File: config.mk
export PLATFORM = sky130hd
export DESIGN_NAME = status_frame_serializer_crc16
export DESIGN_NICKNAME = d
export VERILOG_FILES = /design/src/rtl/sfsc_pkg.sv /design/src/rtl/sfsc_front.sv /design/src/rtl/sfsc_back.sv /design/src/rtl/status_frame_serializer_crc16.sv
export VERILOG_INCLUDE_DIRS = /design/src /design/src/rtl
export SDC_FILE = /design/constraint.sdc
export NUM_CORES = 1
export LEC_CHECK = 0
export BUFFER_PORTS_ARGS = -buffer_cell sky130_fd_sc_hd__buf_2
export CELL_PAD_IN_SITES_DETAIL_PLACEMENT = 1
export CELL_PAD_IN_SITES_GLOBAL_PLACEMENT = 1
export CORE_MARGIN = 3
export CORE_UTILIZATION = 53
export DETAILED_ROUTE_END_ITERATION = 10
export PLACE_DENSITY = 0.92
export SLEW_MARGIN = 20
export SYNTH_ARGS = -nofsm -noshare
export SYNTH_HDL_FRONTEND = slang
export SYNTH_SLANG_ARGS = --single-unit
export TNS_END_PERCENT = 10
File: constraint.sdc
create_clock -name i_clk -period 20.3 [get_ports i_clk]
set_clock_uncertainty 0.2 [all_clocks]
set_input_delay 4.06 -clock i_clk [delete_from_list [all_inputs] [get_ports i_clk]]
set_output_delay 4.06 -clock i_clk [all_outputs]
set_load 0.1 [all_outputs]
File: src/rtl/status_frame_serializer_crc16_macros.svh
// Assertion macros shared by the serializer modules.
`ifndef STATUS_FRAME_SERIALIZER_CRC16_MACROS_SVH
`define STATUS_FRAME_SERIALIZER_CRC16_MACROS_SVH

// A property that must hold at every clock edge out of reset.
`define SFSC_ASSERT_ALWAYS(lbl, clk, rst_n, prop, msg) \
    lbl: assert property (@(posedge clk) disable iff (!rst_n) (prop)) else $error(msg);

// A condition in one cycle implies a consequence in the same cycle.
`define SFSC_ASSERT_SAME(lbl, clk, rst_n, ante, cons, msg) \
    lbl: assert property (@(posedge clk) disable iff (!rst_n) (ante) |-> (cons)) else $error(msg);

// A condition in one cycle implies a consequence in the next cycle.
`define SFSC_ASSERT_NEXT(lbl, clk, rst_n, ante, cons, msg) \
    lbl: assert property (@(posedge clk) disable iff (!rst_n) (ante) |=> (cons)) else $error(msg);

`endif

File: src/rtl/sfsc_pkg.sv
package sfsc_pkg;

    localparam int unsigned FRAME_BYTES = 36;
    localparam int unsigned IDX_W       = 6;
    localparam int unsigned FRAME_W     = FRAME_BYTES * 8;

    localparam logic [IDX_W-1:0] FIRST_IDX  = IDX_W'(0);
    localparam logic [IDX_W-1:0] CRC_FIRST  = IDX_W'(2);
    localparam logic [IDX_W-1:0] CRC_LAST   = IDX_W'(31);
    localparam logic [IDX_W-1:0] CRC_LO_IDX = IDX_W'(32);
    localparam logic [IDX_W-1:0] CRC_HI_IDX = IDX_W'(33);
    localparam logic [IDX_W-1:0] LAST_IDX   = IDX_W'(FRAME_BYTES - 1);

    localparam logic [15:0] BODY_LENGTH = 16'd24;
    localparam logic [15:0] CRC_POLY    = 16'h1021;
    localparam logic [15:0] CRC_INIT    = 16'hFFFF;

    localparam int unsigned Q_DEPTH = 2;
    localparam int unsigned Q_AW    = 1;
    localparam int unsigned Q_CW    = 2;

    typedef enum logic [2:0] {
        REG_SOF_FIRST  = 3'd0,
        REG_SOF_SECOND = 3'd1,
        REG_VERSION    = 3'd2,
        REG_MSG_KIND   = 3'd3,
        REG_FLAGS      = 3'd4,
        REG_EOF_FIRST  = 3'd5,
        REG_EOF_SECOND = 3'd6
    } t_reg_idx;

    typedef struct packed {
        logic        [7:0]  sequence_number;
        logic        [15:0] battery_millivolts;
        logic signed [15:0] temperature;
        logic        [47:0] velocity_xyz;
        logic        [47:0] gyro_xyz;
        logic        [47:0] accel_xyz;
        logic        [15:0] status_word;
    } t_in_item;

    typedef struct packed {
        logic [7:0] frame_byte;
        logic       last_byte;
    } t_out_item;

    typedef struct packed {
        logic [7:0] sof_first;
        logic [7:0] sof_second;
        logic [7:0] version;
        logic [7:0] msg_kind;
        logic [7:0] flags;
        logic [7:0] eof_first;
        logic [7:0] eof_second;
    } t_cfg;

    typedef struct packed {
        logic     valid;
        t_in_item item;
    } t_q_head;

    function automatic logic [15:0] crc_byte(input logic [15:0] crc_in, input logic [7:0] data);
        logic [15:0] c;
        c = crc_in ^ {data, 8'h00};
        for (int b = 0; b < 8; b++) begin
            if (c[15]) begin
                c = {c[14:0], 1'b0} ^ CRC_POLY;
            end else begin
                c = {c[14:0], 1'b0};
            end
        end
        return c;
    endfunction

endpackage

File: src/rtl/sfsc_front.sv
`include "status_frame_serializer_crc16_macros.svh"

module sfsc_front (
    input  logic               i_clk,
    input  logic               i_rst_n,
    input  logic               i_valid,
    output logic               o_stall,
    input  sfsc_pkg::t_in_item i_data,
    input  logic               i_cfg_we,
    input  logic [2:0]         i_cfg_index,
    input  logic [7:0]         i_cfg_data,
    output sfsc_pkg::t_cfg     o_cfg,
    output sfsc_pkg::t_q_head  o_head,
    input  logic               i_pop
);
    import sfsc_pkg::*;

    t_cfg            r_cfg;
    t_in_item        r_q [Q_DEPTH];
    logic [Q_AW-1:0] r_wr_ptr;
    logic [Q_AW-1:0] r_rd_ptr;
    logic [Q_CW-1:0] r_count;
    logic [Q_CW-1:0] n_count;
    logic            w_push;
    logic            w_pop;

    always_ff @(posedge i_clk) begin
        if (!i_rst_n) begin
            r_cfg <= '0;
        end else if (i_cfg_we) begin
            unique case (t_reg_idx'(i_cfg_index))
                REG_SOF_FIRST:  r_cfg.sof_first  <= i_cfg_data;
                REG_SOF_SECOND: r_cfg.sof_second <= i_cfg_data;
                REG_VERSION:    r_cfg.version    <= i_cfg_data;
                REG_MSG_KIND:   r_cfg.msg_kind   <= i_cfg_data;
                REG_FLAGS:      r_cfg.flags      <= i_cfg_data;
                REG_EOF_FIRST:  r_cfg.eof_first  <= i_cfg_data;
                REG_EOF_SECOND: r_cfg.eof_second <= i_cfg_data;
                default: ;
            endcase
        end
    end

    always_comb begin
        o_stall = (r_count == Q_CW'(Q_DEPTH));
        w_push  = i_valid && !o_stall;
        w_pop   = i_pop && (r_count != '0);
        n_count = r_count;
        if (w_push && !w_pop) begin
            n_count = r_count + 1'b1;
        end else if (w_pop && !w_push) begin
            n_count = r_count - 1'b1;
        end
        o_head.valid = (r_count != '0);
        o_head.item  = r_q[r_rd_ptr];
        o_cfg        = r_cfg;
    end

    always_ff @(posedge i_clk) begin
        if (!i_rst_n) begin
            r_wr_ptr <= '0;
            r_rd_ptr <= '0;
            r_count  <= '0;
        end else begin
            r_count <= n_count;
            if (w_push) begin
                r_wr_ptr <= r_wr_ptr + 1'b1;
            end
            if (w_pop) begin
                r_rd_ptr <= r_rd_ptr + 1'b1;
            end
        end
    end

    always_ff @(posedge i_clk) begin
        if (w_push) begin
            r_q[r_wr_ptr] <= i_data;
        end
    end

    `SFSC_ASSERT_ALWAYS(a_count_bound, i_clk, i_rst_n, r_count <= Q_CW'(Q_DEPTH), "Queue count exceeds its depth.")
    `SFSC_ASSERT_SAME(a_no_pop_empty, i_clk, i_rst_n, i_pop, r_count != '0, "Pop requested from an empty queue.")
    `SFSC_ASSERT_NEXT(a_push_fills, i_clk, i_rst_n, w_push && !w_pop, r_count == $past(r_count) + 1'b1, "Queue count did not follow a transfer in.")

endmodule

File: src/rtl/sfsc_back.sv
`include "status_frame_serializer_crc16_macros.svh"

module sfsc_back (
    input  logic                i_clk,
    input  logic                i_rst_n,
    input  sfsc_pkg::t_cfg      i_cfg,
    input  sfsc_pkg::t_q_head   i_head,
    output logic                o_pop,
    output logic                o_valid,
    input  logic                i_stall,
    output sfsc_pkg::t_out_item o_data
);
    import sfsc_pkg::*;

    logic [IDX_W-1:0] r_idx;
    logic [IDX_W-1:0] n_idx;
    logic [15:0]      r_crc;
    logic [15:0]      n_crc;
    logic             r_out_valid;
    t_out_item        r_out;
    logic [FRAME_W-1:0] w_frame;
    logic [7:0]       w_byte;
    logic             w_load;
    logic             w_last;

    always_comb begin
        w_frame = {i_cfg.eof_second, i_cfg.eof_first, 16'h0000,
                   i_head.item.status_word, i_head.item.accel_xyz,
                   i_head.item.gyro_xyz, i_head.item.velocity_xyz,
                   i_head.item.temperature, i_head.item.battery_millivolts,
                   BODY_LENGTH, i_head.item.sequence_number, i_cfg.flags,
                   i_cfg.msg_kind, i_cfg.version, i_cfg.sof_second, i_cfg.sof_first};
        if (r_idx == CRC_LO_IDX) begin
            w_byte = r_crc[7:0];
        end else if (r_idx == CRC_HI_IDX) begin
            w_byte = r_crc[15:8];
        end else begin
            w_byte = w_frame[{r_idx, 3'b000} +: 8];
        end
        w_load = i_head.valid && (!r_out_valid || !i_stall);
        w_last = (r_idx == LAST_IDX);
        o_pop  = w_load && w_last;
        n_idx  = w_last ? FIRST_IDX : r_idx + 1'b1;
        if (w_last) begin
            n_crc = CRC_INIT;
        end else if (r_idx >= CRC_FIRST && r_idx <= CRC_LAST) begin
            n_crc = crc_byte(r_crc, w_byte);
        end else begin
            n_crc = r_crc;
        end
        o_valid = r_out_valid;
        o_data  = r_out;
    end

    always_ff @(posedge i_clk) begin
        if (!i_rst_n) begin
            r_idx       <= FIRST_IDX;
            r_crc       <= CRC_INIT;
            r_out_valid <= 1'b0;
        end else if (w_load) begin
            r_idx       <= n_idx;
            r_crc       <= n_crc;
            r_out_valid <= 1'b1;
        end else if (!i_stall) begin
            r_out_valid <= 1'b0;
        end
    end

    always_ff @(posedge i_clk) begin
        if (w_load) begin
            r_out.frame_byte <= w_byte;
            r_out.last_byte  <= w_last;
        end
    end

    `SFSC_ASSERT_ALWAYS(a_idx_bound, i_clk, i_rst_n, r_idx <= LAST_IDX, "Byte index ran past the frame.")
    `SFSC_ASSERT_NEXT(a_wrap_after_last, i_clk, i_rst_n, w_load && w_last, r_idx == FIRST_IDX && r_crc == CRC_INIT, "Frame end did not restart the index and checksum.")
    `SFSC_ASSERT_NEXT(a_last_flag, i_clk, i_rst_n, w_load, r_out.last_byte == (r_idx == FIRST_IDX), "Last-byte flag disagrees with the byte index.")

endmodule

File: src/rtl/status_frame_serializer_crc16.sv
// Channel  | Handshake               | Payload
// ---------+-------------------------+-------------------------------------
// record   | i_valid / o_stall       | i_data   (sfsc_pkg::t_in_item)
// byte     | o_valid / i_stall       | o_data   (sfsc_pkg::t_out_item)
// config   | i_cfg_we                | i_cfg_index, i_cfg_data
//
// Each record gives 36 byte transfers, one per cycle while the byte side does not stall,
// so records are taken at the pace of their frame bytes; the byte-wide output register sets this pace.
// A two-entry record queue holds up to two records, the one being sent included.
// The checksum is updated a byte per cycle as bytes 2 to 31 are loaded; the first byte is offered
// after a record taken into an empty block is written to the queue and then to the output register.
// Reset is synchronous and active low; it empties the queue, clears the header registers
// to zero and sets the checksum register to all ones.

module status_frame_serializer_crc16 (
    input  logic                i_clk,
    input  logic                i_rst_n,
    input  logic                i_valid,
    output logic                o_stall,
    input  sfsc_pkg::t_in_item  i_data,
    output logic                o_valid,
    input  logic                i_stall,
    output sfsc_pkg::t_out_item o_data,
    input  logic                i_cfg_we,
    input  logic [2:0]          i_cfg_index,
    input  logic [7:0]          i_cfg_data
);
    import sfsc_pkg::*;

    t_cfg    w_cfg;
    t_q_head w_head;
    logic    w_pop;

    sfsc_front u_front (
        .i_clk       (i_clk),
        .i_rst_n     (i_rst_n),
        .i_valid     (i_valid),
        .o_stall     (o_stall),
        .i_data      (i_data),
        .i_cfg_we    (i_cfg_we),
        .i_cfg_index (i_cfg_index),
        .i_cfg_data  (i_cfg_data),
        .o_cfg       (w_cfg),
        .o_head      (w_head),
        .i_pop       (w_pop)
    );

    sfsc_back u_back (
        .i_clk   (i_clk),
        .i_rst_n (i_rst_n),
        .i_cfg   (w_cfg),
        .i_head  (w_head),
        .o_pop   (w_pop),
        .o_valid (o_valid),
        .i_stall (i_stall),
        .o_data  (o_data)
    );

endmodule
* Word-level counts from Yosys, hierarchy flattened
Memories as Yosys holds them, arrays and structs flattened. A register that Yosys moved wholly into a read port is not among the register bits.
Index checks and enable logic that the tools add are counted.
** Operators by class
- Add/sub/neg operators :: 5
- $lt $le $gt $ge :: 2
- Eq/ne operators :: 11
- Shifts and indexed selects :: 1
- Multiplexer cells :: 35
- Bitwise gates (word level) :: 9
- Reduce and logical (&&, ||, !) cells :: 25
** Operators by type and width (count)
- 288-bit by 10-bit variable part select with 8-bit output :: 1
- 16-bit two-way mux :: 16
- 13-bit two-way mux :: 8
- 3-bit inverter :: 8
- 6-bit equality test, second input constant :: 3
- 8-bit two-way mux :: 2
- 2-bit AND reduction :: 8
- 16-bit bitwise XOR :: 1
- 3-bit equality test, second input constant :: 3
- 1-bit logical AND :: 7
- 6-bit by 1-bit adder with 6-bit output, second input constant :: 1
- 3-bit by 2-bit equality test with 1-bit output, second input constant :: 2
- 6-bit by 2-bit greater-or-equal comparator with 1-bit output, second input constant :: 1
- 6-bit by 5-bit less-or-equal comparator with 1-bit output, second input constant :: 1
- 1-bit two-way mux :: 6
- 6-bit two-way mux :: 1
- 2-bit nonzero test :: 3
- 1-bit logical NOT :: 5
- 2-bit two-way mux :: 2
- 3-bit by 1-bit equality test with 1-bit output, second input constant :: 1
- 3-bit logical NOT :: 1
- 1-bit adder, second input constant :: 2
- 2-bit by 1-bit adder with 2-bit output, second input constant :: 1
- 2-bit equality test, second input constant :: 1
- 3 further kinds :: 3
** Storage, ports and cells
- Register bits :: 92
- Bits in writable memories :: 400
- Input bits :: 216
- Output and inout bits :: 11
- Logic and storage cells :: 104
- Memories kept :: 1
** Memory list
- u_front.r_q :: words 2, width 200, read ports 1, clocked after Yosys merged registers in 1, write ports 1, RTL line sfsc_front.sv:19 : t_in_item r_q [Q_DEPTH];

* Logic depth before layout (Yosys ltp)
- Word-level depth :: 36
- Depth in mapped cells :: 15
- Gate-level depth less buffers :: 10

* Hierarchy
From an unflattened synthesis, not the netlist that was laid out.
** Unflattened totals
- Cell total of the unflattened synthesis :: 1303
- Area, all modules :: 20672.3 um^2
** By module, submodules not included
- sfsc_front :: instances 1, cells each 876, area each 16707.3 um^2, seq. area each 13232.7 um^2
- sfsc_back :: instances 1, cells each 427, area each 3965.1 um^2, seq. area each 730.7 um^2

* Least setup slack after synthesis
OpenSTA, ideal clock, no wires.
- Path type :: input port to flip-flop
- Start point :: in i_valid
- End point :: reg u_front.r_wr_ptr
- Library setup time :: 0.097 ns
- Data arrival time :: 13.123 ns
- Required time :: 20.003 ns
- Slack :: 6.880 ns
- Cell stages on the path :: 3
- Buffers on the path :: 0
- Path through :: nand2_1 > nor2_1 > o21a_1
** On the way
- Word-level cells in the longest chain between the ends :: 1
** Ends and longest elaborated chain
- from (decl) :: RTL line status_frame_serializer_crc16.sv:18 : input logic i_valid,
- 1-bit logical AND :: RTL line sfsc_front.sv:46 : w_push = i_valid && !o_stall;
- to (signal assigned) :: RTL line sfsc_front.sv:67 : r_wr_ptr <= r_wr_ptr + 1'b1;
- to (decl) :: RTL line sfsc_front.sv:20 : logic [Q_AW-1:0] r_wr_ptr;
Every way passes these cells.
A chain may end at the register's enable or synchronous reset.

* Worst setup path in the final report
- Start point :: in i_stall
- End point :: reg u_front.r_count[1]
** On the way
- Word-level cells in the longest chain between the ends :: 8
** Ends and longest elaborated chain
- from (decl) :: RTL line status_frame_serializer_crc16.sv:22 : input logic i_stall,
- 1-bit logical NOT * :: RTL line sfsc_back.sv:40 : w_load = i_head.valid && (!r_out_valid || !i_stall);
- 1-bit logical OR * :: RTL line sfsc_back.sv:40
- 1-bit logical AND * :: RTL line sfsc_back.sv:40
- named net u_back.w_load :: RTL line sfsc_back.sv:23 : logic w_load;
- 1-bit logical AND * :: RTL line sfsc_back.sv:42 : o_pop = w_load && w_last;
- 1-bit logical AND * :: RTL line sfsc_front.sv:47 : w_pop = i_pop && (r_count != '0);
- 1-bit logical NOT :: RTL line sfsc_front.sv:49 : if (w_push && !w_pop) begin
- 1-bit logical AND :: RTL line sfsc_front.sv:49
- 2-bit two-way mux or 2-bit nonzero test (tied branches)
- to (signal assigned) :: RTL line sfsc_front.sv:65 : r_count <= n_count;
- to (decl) :: RTL line sfsc_front.sv:22 : logic [Q_CW-1:0] r_count;
Mark *: on every way through the listed nets, which the timed path passes. The rest lies on a longest branch.

==> run metrics <==
vias in the first global route=13504; CTS sink count=approximately 500; Critical Path AT=between 6 and 7 ns; die width=200 um; first-pass GRT wire length=86700 um; CTS tree=built; buffers from clock root to sink, at most=3; Final nets=1665; drt drc=0; syn nets=1431; DRT iter0 DRCs=roughly 1200; Slowest-stage cell, CP=inv_1; RR Endpoint=u_back.r_crc[13]; multi-input logic area=0.00566 mm^2; Least-Margin Pin Slew=1.11 ns; post-synthesis area per instance=16.5 um^2; worst hold path class=flip-flop to flip-flop; drt wl/cell=between 20 and 30 um; cts repair resizes=0; crit path to=u_front.r_count[1]; Via density=6.26; critical path required time=20.60 ns; H-tree depth=2; asr flop ratio synth=0%; # port buffers=226; Post-synth EDFFs=409; r2r startpoint=u_back.r_idx[1]; fillers=3371; R2R Setup Slk=15.40 ns; Pleak=7.78 nW; area growth from synthesis to layout=15.3%; relative slew slack=~26%; period utilization=between 30% and 40%; Cells after Synth=around 1200; CTS root buffer=clkbuf_16; total grt overflow=0; Tmin final=6.38 ns; Synth Cell Area=around 0.02 mm^2; Unique masters post-synth=76; postcts setup bufs=0; maxcap violations=0; Storage cell area=0.0140 mm^2; Buf/Inv on CP=3; Ports=227; Max Freq=0.157 GHz; Antenna Nets Post-Route=0; starting density of the core=54.2%; maximum VDD drop=about 0.13 mV; clock transition at the registers of the reported paths=0.06 ns; worst skew pair latency=0.60 ns; FF+latch count, synth=493; Hold-fix buffers, CTS=0; cell count of the worst reg-to-reg path=11; GRT Overall Usage=28.9%; outcome=finished clean; CP Depth=9; critical path, cell by cell=buf_2, nand2_1, o21ai_0, inv_1, and2_1, inv_1, ha_1, or3_1, a21boi_0; WS Path Type=input port to flip-flop; crit path launch=i_stall; Die Ht=200 um; initial antenna violation count=4; Post-synth top flop=edfxtp_1; crit end category=flip-flop; die area=between 0.04 and 0.05 mm^2; Worst path most repeated cell=inv_1; Post-Route Utilization=a little over three fifths; vias=12441; WL final=58300 um; Placer Congestion=0.902; CTS Buf Count=50; CP max stage delay=0.51 ns; total iterations of the first detailed-routing run=5; Pwr per Cell Area=104 mW/mm^2; final hold vios=0; Slew Limit Fails=0; share of cells above drive strength 1=28.2%; hold_sp=u_front.o_cfg[26]; CORE AREA=0.0369 mm^2; HPWL Detailed=38500 um; worst-path maximum fanout=14; largest net degree at the start of global routing=170; cell family with most CP delay=simple AND/OR/NAND/NOR gates; Setup TNS Final=0 ns; RSZ-0062 raised after global routing=no; startpoint types=input port; register area share after synthesis=69.8%; std cell rows=70; Ys Warns=0; final setup fails=0
[worst register-to-register path, cell delays in order, from the launching register on]
cell and delay, ns:
dfxtp_4 0.65, buf_4 0.75, inv_2 0.39, ha_1 0.39, o21ai_0 0.39, o21ai_0 0.19
or4b_1 0.59, or3_1 0.36, a22oi_2 0.37, xnor2_2 0.20, xnor2_1 0.16, o22a_1 0.17
[final cells by class]
cell class | count | area share, %
flip-flops and latches | 493 | 60.6
well taps | 504 | 2.73
multi-input cells | 649 | 24.6
repair buffers | 241 | 5.45
diodes | 2 | 0.0217
clock buffers | 59 | 5.57
clock inverters | 30 | 0.917
inverters | 9 | 0.146
[worst min path at each step]
stage	to	cells past startpoint
after floorplan	u_front.o_cfg[6]	2
after global placement	u_front.o_cfg[35]	2
after detailed placement	u_front.o_cfg[26]	2
after CTS	u_front.o_cfg[26]	2
after global routing	u_front.o_cfg[25]	2
final	u_front.o_cfg[26]	2
[layer usage]
layer,wire (um),share of wire [%],track usage (%)
met1,21500,37,36.0
met2,30100,52,49.8
met3,4170,7.1,5.43
met4,2540,4.3,12.5
met5,27,0.046,0
[logic make-up (layout without fill, tap and decap cells)]
kind of cell	after synthesis	after routing	share of synthesized area, %
xor gates and xnor gates	26	26	1.46
and+or+nand+nor	290	290	6.53
AOI/OAI and AO/OA	186	186	6.85
muxes	142	142	13.1
buffers and inverters	68	339	1.92
DFF	493	493	69.8
adders and majority gates	5	5	0.313
other	0	2	0
[registers in the layout, indices dropped and copies added (netlist names), named ones only]
signal            cells
u_back.r_idx          6
u_back.r_crc         16
u_front.r_count       2
u_back.o_valid        1
u_front.r_rd_ptr      1
u_front.r_wr_ptr      1
u_front.r_q         400
u_front.o_cfg        56
u_back.o_data         9
[Yosys cell counts (4+ instances only)]
library cell / count / area [um^2]
a211oi_1: 10 / 75.1
a21boi_0: 51 / 383
a21oi_1: 18 / 90.1
a221o_1: 4 / 40.0
a22o_1: 7 / 61.3
a22oi_1: 9 / 67.6
a31oi_1: 12 / 75.1
and2_1: 9 / 56.3
buf_2: 17 / 85.1
buf_4: 4 / 30.0
buf_6: 8 / 90.1
clkbuf_1: 25 / 93.8
dfxtp_1: 84 / 1680
edfxtp_1: 409 / 12300
ha_1: 5 / 62.6
inv_1: 8 / 30.0
mux2_2: 4 / 45.0
mux2i_1: 44 / 440
mux4_1: 5 / 131
mux4_2: 89 / 2000
nand2_1: 156 / 586
nand2b_1: 8 / 50.1
nand3_1: 16 / 80.1
nand4_1: 5 / 31.3
nor2_1: 40 / 150
nor2b_1: 19 / 119
nor3_1: 16 / 80.1
o21a_1: 6 / 45.0
o21ai_0: 19 / 95.1
o22a_1: 9 / 78.8
o22ai_1: 6 / 37.5
or3_1: 4 / 25.0
xnor2_1: 14 / 123
xor2_1: 6 / 52.6
[where the power goes]
part	total (mW)	switching, mW	internal (mW)
clock network	0.865	0.388	0.477
logic	0.309	0.199	0.110
registers	1.22	0.0380	1.18
[through the flow]
stage,setup WS (ns),total power [mW],instance area [um^2],std cells,hold slack [ns]
floorplan,6.88,1.44,20000,1210,0.240
global route,13.73,2.47,23100,1987,0.293
CTS,14.01,2.41,23100,1985,0.267
global placement,13.67,1.52,21600,1896,0.248
finish,13.92,2.40,23100,1987,0.264
detailed placement,13.51,1.54,21600,1896,0.259
[layout by cell type (no fill, tap or decap), types with 17 or more instances in the layout]
cell type	count
edfxtp_1	409
buf_2	226
nand2_1	156
mux4_2	89
dfxtp_1	81
a21boi_0	51
clkbuf_16	50
mux2i_1	44
nor2_1	39
o21ai_0	19
nor2b_1	19
a21oi_1	18
clkinv_1	17
Power figures use the tool's default switching activity.
